`config.mk`:
```
export PLATFORM = sky130hd
export DESIGN_NAME = iqii_ctrl
export DESIGN_NICKNAME = d
export VERILOG_FILES = /design/src/design/iqii_pkg.sv /design/src/design/iqii_ctrl.sv
export SDC_FILE = /design/constraint.sdc
export NUM_CORES = 1
export LEC_CHECK = 0
export ABC_CLOCK_PERIOD_IN_PS = 1600
export BUFFER_PORTS_ARGS = -buffer_cell sky130_fd_sc_hd__buf_2
export CORE_AREA = 2 2 39 41
export CTS_BUF_LIST = sky130_fd_sc_hd__clkbuf_16
export DETAILED_ROUTE_END_ITERATION = 12
export DIE_AREA = 0 0 41 43
export GPL_ROUTABILITY_DRIVEN = 0
export PLACE_DENSITY = 0.46
export SLEW_MARGIN = 15
export SYNTH_ARGS = -nofsm -noshare
export SYNTH_HDL_FRONTEND = slang
export SYNTH_SLANG_ARGS = --single-unit
```
`constraint.sdc`:
```
create_clock -name clk_i -period 1.6 [get_ports clk_i]
set_input_delay 0.32 -clock clk_i [delete_from_list [all_inputs] [get_ports clk_i]]
set_output_delay 0.32 -clock clk_i [all_outputs]
set_load 0.01 [all_outputs]
```
`src/design/iqii_pkg.sv`:
```
// Shared types, constants and the quarter-wave sine generator for the IQ
// interference injector. No dependencies; every other design file imports it.
`default_nettype none

package iqii_pkg;

  // Sample and fixed-point formats.
  localparam int unsigned SAMPLE_BITS   = 16;
  localparam int unsigned AMP_BITS      = 16;
  localparam int unsigned GAIN_BITS     = AMP_BITS + 2;
  localparam int unsigned PROD_BITS     = GAIN_BITS + SAMPLE_BITS;
  localparam int unsigned SCALE_SHIFT   = 12;
  localparam int          SCALE_ROUND   = 1 << (SCALE_SHIFT - 1);
  localparam int unsigned SUM_BITS      = PROD_BITS - SCALE_SHIFT + 1;
  localparam int unsigned INDEX_BITS    = 32;
  localparam int unsigned PHASE_BITS    = 32;
  localparam int unsigned LCG_BITS      = 32;
  localparam int unsigned KIND_BITS     = 3;

  localparam logic [SAMPLE_BITS-1:0] SAMPLE_MAX_W = {1'b0, {(SAMPLE_BITS-1){1'b1}}};
  localparam logic [SAMPLE_BITS-1:0] SAMPLE_MIN_W = {1'b1, {(SAMPLE_BITS-1){1'b0}}};

  // Configuration port.
  localparam int unsigned CFG_IDX_BITS  = 3;
  localparam int unsigned CFG_DATA_BITS = 32;

  // Noise generator constants.
  localparam logic [LCG_BITS-1:0] LCG_MUL    = 32'd1664525;
  localparam logic [LCG_BITS-1:0] LCG_ADD    = 32'd1013904223;
  localparam logic [LCG_BITS-1:0] NOISE_SEED = 32'h0000_BEEF;
  localparam logic [LCG_BITS-1:0] JAM_SEED   = 32'h0000_ABCD;

  // Odd-power polynomial coefficients of the sine, Q30.
  localparam longint SIN_C1 = 64'sd1686629713;
  localparam longint SIN_C3 = 64'sd693598668;
  localparam longint SIN_C5 = 64'sd85569305;
  localparam longint SIN_C7 = 64'sd5026995;
  localparam longint SIN_C9 = 64'sd172272;

  // Register indexes of the configuration port.
  typedef enum logic [CFG_IDX_BITS-1:0] {
    CFG_KIND        = 3'd0,
    CFG_AMPLITUDE   = 3'd1,
    CFG_WIN_START   = 3'd2,
    CFG_WIN_END     = 3'd3,
    CFG_PHASE_STEP  = 3'd4
  } cfg_idx_e;

  // Interference kinds.
  typedef enum logic [KIND_BITS-1:0] {
    KIND_MATCHED = 3'd0,
    KIND_CW      = 3'd1,
    KIND_NOISE   = 3'd2,
    KIND_JAM     = 3'd3,
    KIND_SPOOF   = 3'd4
  } kind_e;

  // Controller states.
  typedef enum logic [2:0] {
    ST_IDLE,
    ST_MUL1,
    ST_MUL2,
    ST_SCALE,
    ST_DONE
  } state_e;

  // Commands from the controller to the datapath.
  typedef struct packed {
    logic accept;
    logic mul1;
    logic mul2;
    logic scale;
    logic load_out;
  } dp_cmd_t;

  // Quarter-wave sine entry k of a table with 2^table_bits entries per cycle.
  // Only ever called with constant arguments, so it folds to a constant.
  function automatic logic [SAMPLE_BITS-1:0] quarter_sine(input int unsigned k,
                                                          input int unsigned table_bits);
    longint x;
    longint x2;
    longint p;
    longint s;
    longint r;
    x  = longint'(k) <<< (32 - table_bits);
    x2 = (x * x) >>> 30;
    p  = SIN_C9;
    p  = SIN_C7 - ((x2 * p) >>> 30);
    p  = SIN_C5 - ((x2 * p) >>> 30);
    p  = SIN_C3 - ((x2 * p) >>> 30);
    p  = SIN_C1 - ((x2 * p) >>> 30);
    s  = (x * p) >>> 30;
    r  = (s * longint'(SAMPLE_MAX_W) + (64'sd1 <<< 29)) >>> 30;
    if (r > longint'(SAMPLE_MAX_W)) begin
      r = longint'(SAMPLE_MAX_W);
    end
    if (r < 0) begin
      r = 0;
    end
    return SAMPLE_BITS'(r);
  endfunction

endpackage

`default_nettype wire

```
`src/design/iqii_ctrl.sv`:
```
// Sequencing controller of the IQ interference injector.
// Depends on iqii_pkg for the state type and the datapath command struct.
`default_nettype none

module iqii_ctrl import iqii_pkg::*; (
  input  wire logic    clk_i,
  input  wire logic    rst_ni,
  input  wire logic    in_valid_i,
  output logic         in_stall_o,
  output logic         out_valid_o,
  input  wire logic    out_stall_i,
  output dp_cmd_t      cmd_o
);

  state_e state_q, state_d;
  logic   out_valid_q, out_valid_d;
  logic   out_free;

  // The output register can take a new beat when empty or being drained.
  assign out_free = !out_valid_q || !out_stall_i;

  // Next state.
  always_comb begin
    state_d = state_q;
    case (state_q)
      ST_IDLE: begin
        if (in_valid_i) begin
          state_d = ST_MUL1;
        end
      end
      ST_MUL1:  state_d = ST_MUL2;
      ST_MUL2:  state_d = ST_SCALE;
      ST_SCALE: state_d = ST_DONE;
      ST_DONE: begin
        if (out_free) begin
          state_d = ST_IDLE;
        end
      end
      default:  state_d = ST_IDLE;
    endcase
  end

  // Outputs and datapath commands.
  always_comb begin
    cmd_o      = '0;
    in_stall_o = 1'b1;
    case (state_q)
      ST_IDLE: begin
        in_stall_o   = 1'b0;
        cmd_o.accept = in_valid_i;
      end
      ST_MUL1:  cmd_o.mul1  = 1'b1;
      ST_MUL2:  cmd_o.mul2  = 1'b1;
      ST_SCALE: cmd_o.scale = 1'b1;
      ST_DONE:  cmd_o.load_out = out_free;
      default: begin
        cmd_o = '0;
      end
    endcase
  end

  // Output valid holds until the receiver takes the beat.
  assign out_valid_d = cmd_o.load_out || (out_valid_q && out_stall_i);
  assign out_valid_o = out_valid_q;

  always_ff @(posedge clk_i or negedge rst_ni) begin
    if (!rst_ni) begin
      state_q     <= ST_IDLE;
      out_valid_q <= 1'b0;
    end else begin
      state_q     <= state_d;
      out_valid_q <= out_valid_d;
    end
  end

endmodule

`default_nettype wire

```
==> results.sh <==
export IMPL_status="finished, violations left"
export IMPL_violations="setup timing"
export IMPL_wl_um=540
export IMPL_finalHoldViolations=0
export IMPL_clk_pin_slew_ns=0.03
export IMPL_drtPass1Iterations=4
export IMPL_dieArea_um2=1760
export IMPL_worstSkewPairLatency_ns=0.22
export IMPL_cts_root_buf="clkbuf_16"
export IMPL_synth_edf_count=0
export IMPL_cp_data_required_time_ns=1.28
export IMPL_path_cells="or3b_4, a21oi_2, buf_2"
export IMPL_grt_setup_unrepaired="true"
export IMPL_hold_path_cell_count=3
export IMPL_end_kind="output pin"
export IMPL_grt_usage_pct=7.34
export IMPL_pwr_share_seq_pct=19.6
export IMPL_antenna_found_initial=0
export IMPL_route_detailed_drc=0
export IMPL_cts_tree="built"
export IMPL_drt_iter0_drc=2
export IMPL_diodes=0
export IMPL_grt_pass1_wl_um=772
export IMPL_via_per_inst=3.93
export IMPL_critPathMaxStageDelay_ns=0.42
export IMPL_power_switching_mw=0.288
export IMPL_p_leak_nw=0.211
export IMPL_avgSynthCellArea_um2=9.88
export IMPL_r2r_slack_ns=0.57
export IMPL_startpoint="state_q[1]"
export IMPL_worstReg2RegEnd="state_q[2]"
export IMPL_start_util_pct=13.6
export IMPL_synth_top_area_cell="dfrtp_1"
export IMPL_slowest_stage="or3b_4"
export IMPL_p_int_mw=0.717
export IMPL_hold_start="out_stall_i"
export IMPL_syn_num_nets=23
export IMPL_finalSetupViolations=2
export IMPL_synth_most_common_cell="dfrtp_1"
export IMPL_postRouteAntennaNets=0
export IMPL_cts_sinks=4
export IMPL_layout_setup_ws_ns=-0.0124
export IMPL_synth_common_cells="dfrtp_1 (4), nor2_1 (3), nand2_1 (2), nor3b_1 (2)"
export IMPL_p_comb_share_pct=41.9
export IMPL_sw_frac_of_total_pct=28.7
export IMPL_grt_overflow_total=0
export IMPL_slew_headroom_pct=89.3
export IMPL_port_buffers=10
export IMPL_syn_instance_count=19
export IMPL_rr_worst_depth=2
export IMPL_min_period_ns=1.61
export IMPL_synth_seq_area_share_pct=53.3
export IMPL_place_hpwl_um=348
export IMPL_wl_per_cell_um=9.82
export IMPL_h_tree_depth=1
export IMPL_fillers=147
export IMPL_ys_ff_latch=4
export IMPL_path_delay_family="simple AND/OR/NAND/NOR gates"
export IMPL_yosysTopAreaCellShare_pct=53.3
export IMPL_fin_util_pct=29.4
export IMPL_core_um2=1380
export IMPL_seq_area_um2=101
export IMPL_critPathLaunchType="flip-flop"
export IMPL_async_flop_share_pct=100
export IMPL_hold_end="out_valid_o"
export IMPL_fmax_mhz=620
export IMPL_vdd_drop_max_v=0.00138
export IMPL_netlist_area_um2=188
export IMPL_final_net_count=45
export IMPL_p_clk_share_pct=38.5
export IMPL_postLayoutCellArea_um2=407
export IMPL_path_class="reg2out"
export IMPL_finalMaxSlewViolations=0
export IMPL_skew_ns=0.00194
export IMPL_ios=11
export IMPL_ys_warn_count=0
export IMPL_numCtsBuffers=3
export IMPL_synth_distinct_cells=12
export IMPL_grt_max_degree=6
export IMPL_cp_num_buf_inv=1
export IMPL_crit_fanout=4
export IMPL_multi_input_area_um2=97.6
export IMPL_worst_pin_slew_ns=0.160
export IMPL_worstPathArrival_ns=1.29
export IMPL_report_power_total_mw=1.01
export IMPL_row_count=14
export IMPL_clockBufferDepth=2
export IMPL_grt_pass1_vias=192
export IMPL_synth_area_leaders="dfrtp_1 (53%), nor3b_1 (8.0%), nor2_1 (6.0%), and3b_1 (4.7%), or3b_1 (4.7%)"
export IMPL_vias=216
export IMPL_worstReg2RegStart="state_q[1]"
export IMPL_synth_ff_type="dfrtp_1"
export IMPL_hold_path_class="in2reg"
export IMPL_powerDensity_nw_per_um2=2470
export IMPL_dpl_cell_area_um2=273
export IMPL_drive_gt1_share_pct=61.5
export IMPL_syn_to_final_growth_pct=117
export IMPL_max_cap_viol_count=0
export IMPL_die_h_um=43
export IMPL_die_x_um=41
export IMPL_finalCritPeriodShare_pct=101
[metal layers]
layer  share of wire [%]  GRT usage, %  wire [um]
met1                  45          9.06        244
met2                  42          7.50        228
met3                  12          7.85         67
met4                   0          4.00          0
met5                   0             0          0
[worst max-delay path by stage]
stage	end	slack, ns	cells after the start
finish	cmd_o[0]	-0.01	3
detailed placement	cmd_o[0]	0.15	3
global placement	cmd_o[0]	0.16	3
global route	cmd_o[4]	-0.07	4
floorplan	cmd_o[0]	0.24	2
CTS	cmd_o[4]	-0.002	4
[layout make-up]
cell class              count  share of cell area (%)
flip-flops and latches      4                    24.9
repair buffers             17                    26.8
inverters                   1                   0.923
clock buffers               3                    18.5
multi-input cells          14                    24.0
well taps                  16                    4.92
[flip-flops by register name, indices dropped and copies added (netlist names)]
register / flops
state_q: 3
out_valid_o: 1
[power by group through the flow]
stage | logic (mW) | registers (mW) | clock network, mW
2_1_floorplan | 0.153 | 0.207 | 0
3_3_place_gp | 0.301 | 0.196 | 0
3_5_place_dp | 0.302 | 0.198 | 0
4_1_cts | 0.366 | 0.193 | 0.393
5_1_grt | 0.467 | 0.204 | 0.399
6_report | 0.421 | 0.197 | 0.387
[metrics by stage]
step           cells  setup WS, ns  setup TNS (ns)  hold slack (ns)
6_report          55       -0.0124         -0.0236            0.355
5_1_grt           55       -0.0692          -0.126            0.365
4_1_cts           53      -0.00161        -0.00161            0.345
3_5_place_dp      47         0.148               0            0.136
3_3_place_gp      47         0.161               0            0.132
2_1_floorplan     19         0.245               0           0.0244
[logic make-up (layout without fill, tap and decap cells)]
| logic type | Yosys count | after routing | share of synthesized area [%] |
|---|---|---|---|
| AOI/OAI and AO/OA | 2 | 2 | 6.67 |
| DFF | 4 | 4 | 53.3 |
| buffers and inverters | 1 | 21 | 2.00 |
| and+or+nand+nor | 11 | 11 | 33.3 |
| xor gates and xnor gates | 1 | 1 | 4.67 |
[worst register-to-register path, cell delays in order (launching register included)]
cell and delay (ns):
dfrtp_2 0.41, or3b_4 0.42, o21bai_1 0.12
[what timing repair did]
item,4_1_cts,5_1_grt
buffers inserted,2,2
endpoints found under the setup margin,2,2
pin swaps,1,2
gates resized for setup,3,3
endpoints found under the hold margin,4,0
hold buffers,1,0
[placed cells by master, fill, tap and decap left out]
cell type / synthesis / layout
inv_1: 1 / 1
xnor2_1: 1 / 1
or3b_4: 0 / 1
nor3_1: 1 / 1
a21oi_2: 0 / 1
nor2_2: 0 / 1
buf_4: 0 / 5
nand2_1: 2 / 2
dfrtp_1: 4 / 3
dlygate4sd3_1: 0 / 1
clkbuf_16: 0 / 3
o21bai_1: 1 / 1
nor3b_1: 2 / 2
buf_6: 0 / 1
and3b_1: 1 / 1
dfrtp_2: 0 / 1
buf_2: 0 / 10
nor2_1: 3 / 2
or3_4: 0 / 1
(Power assumes the default switching activity.)
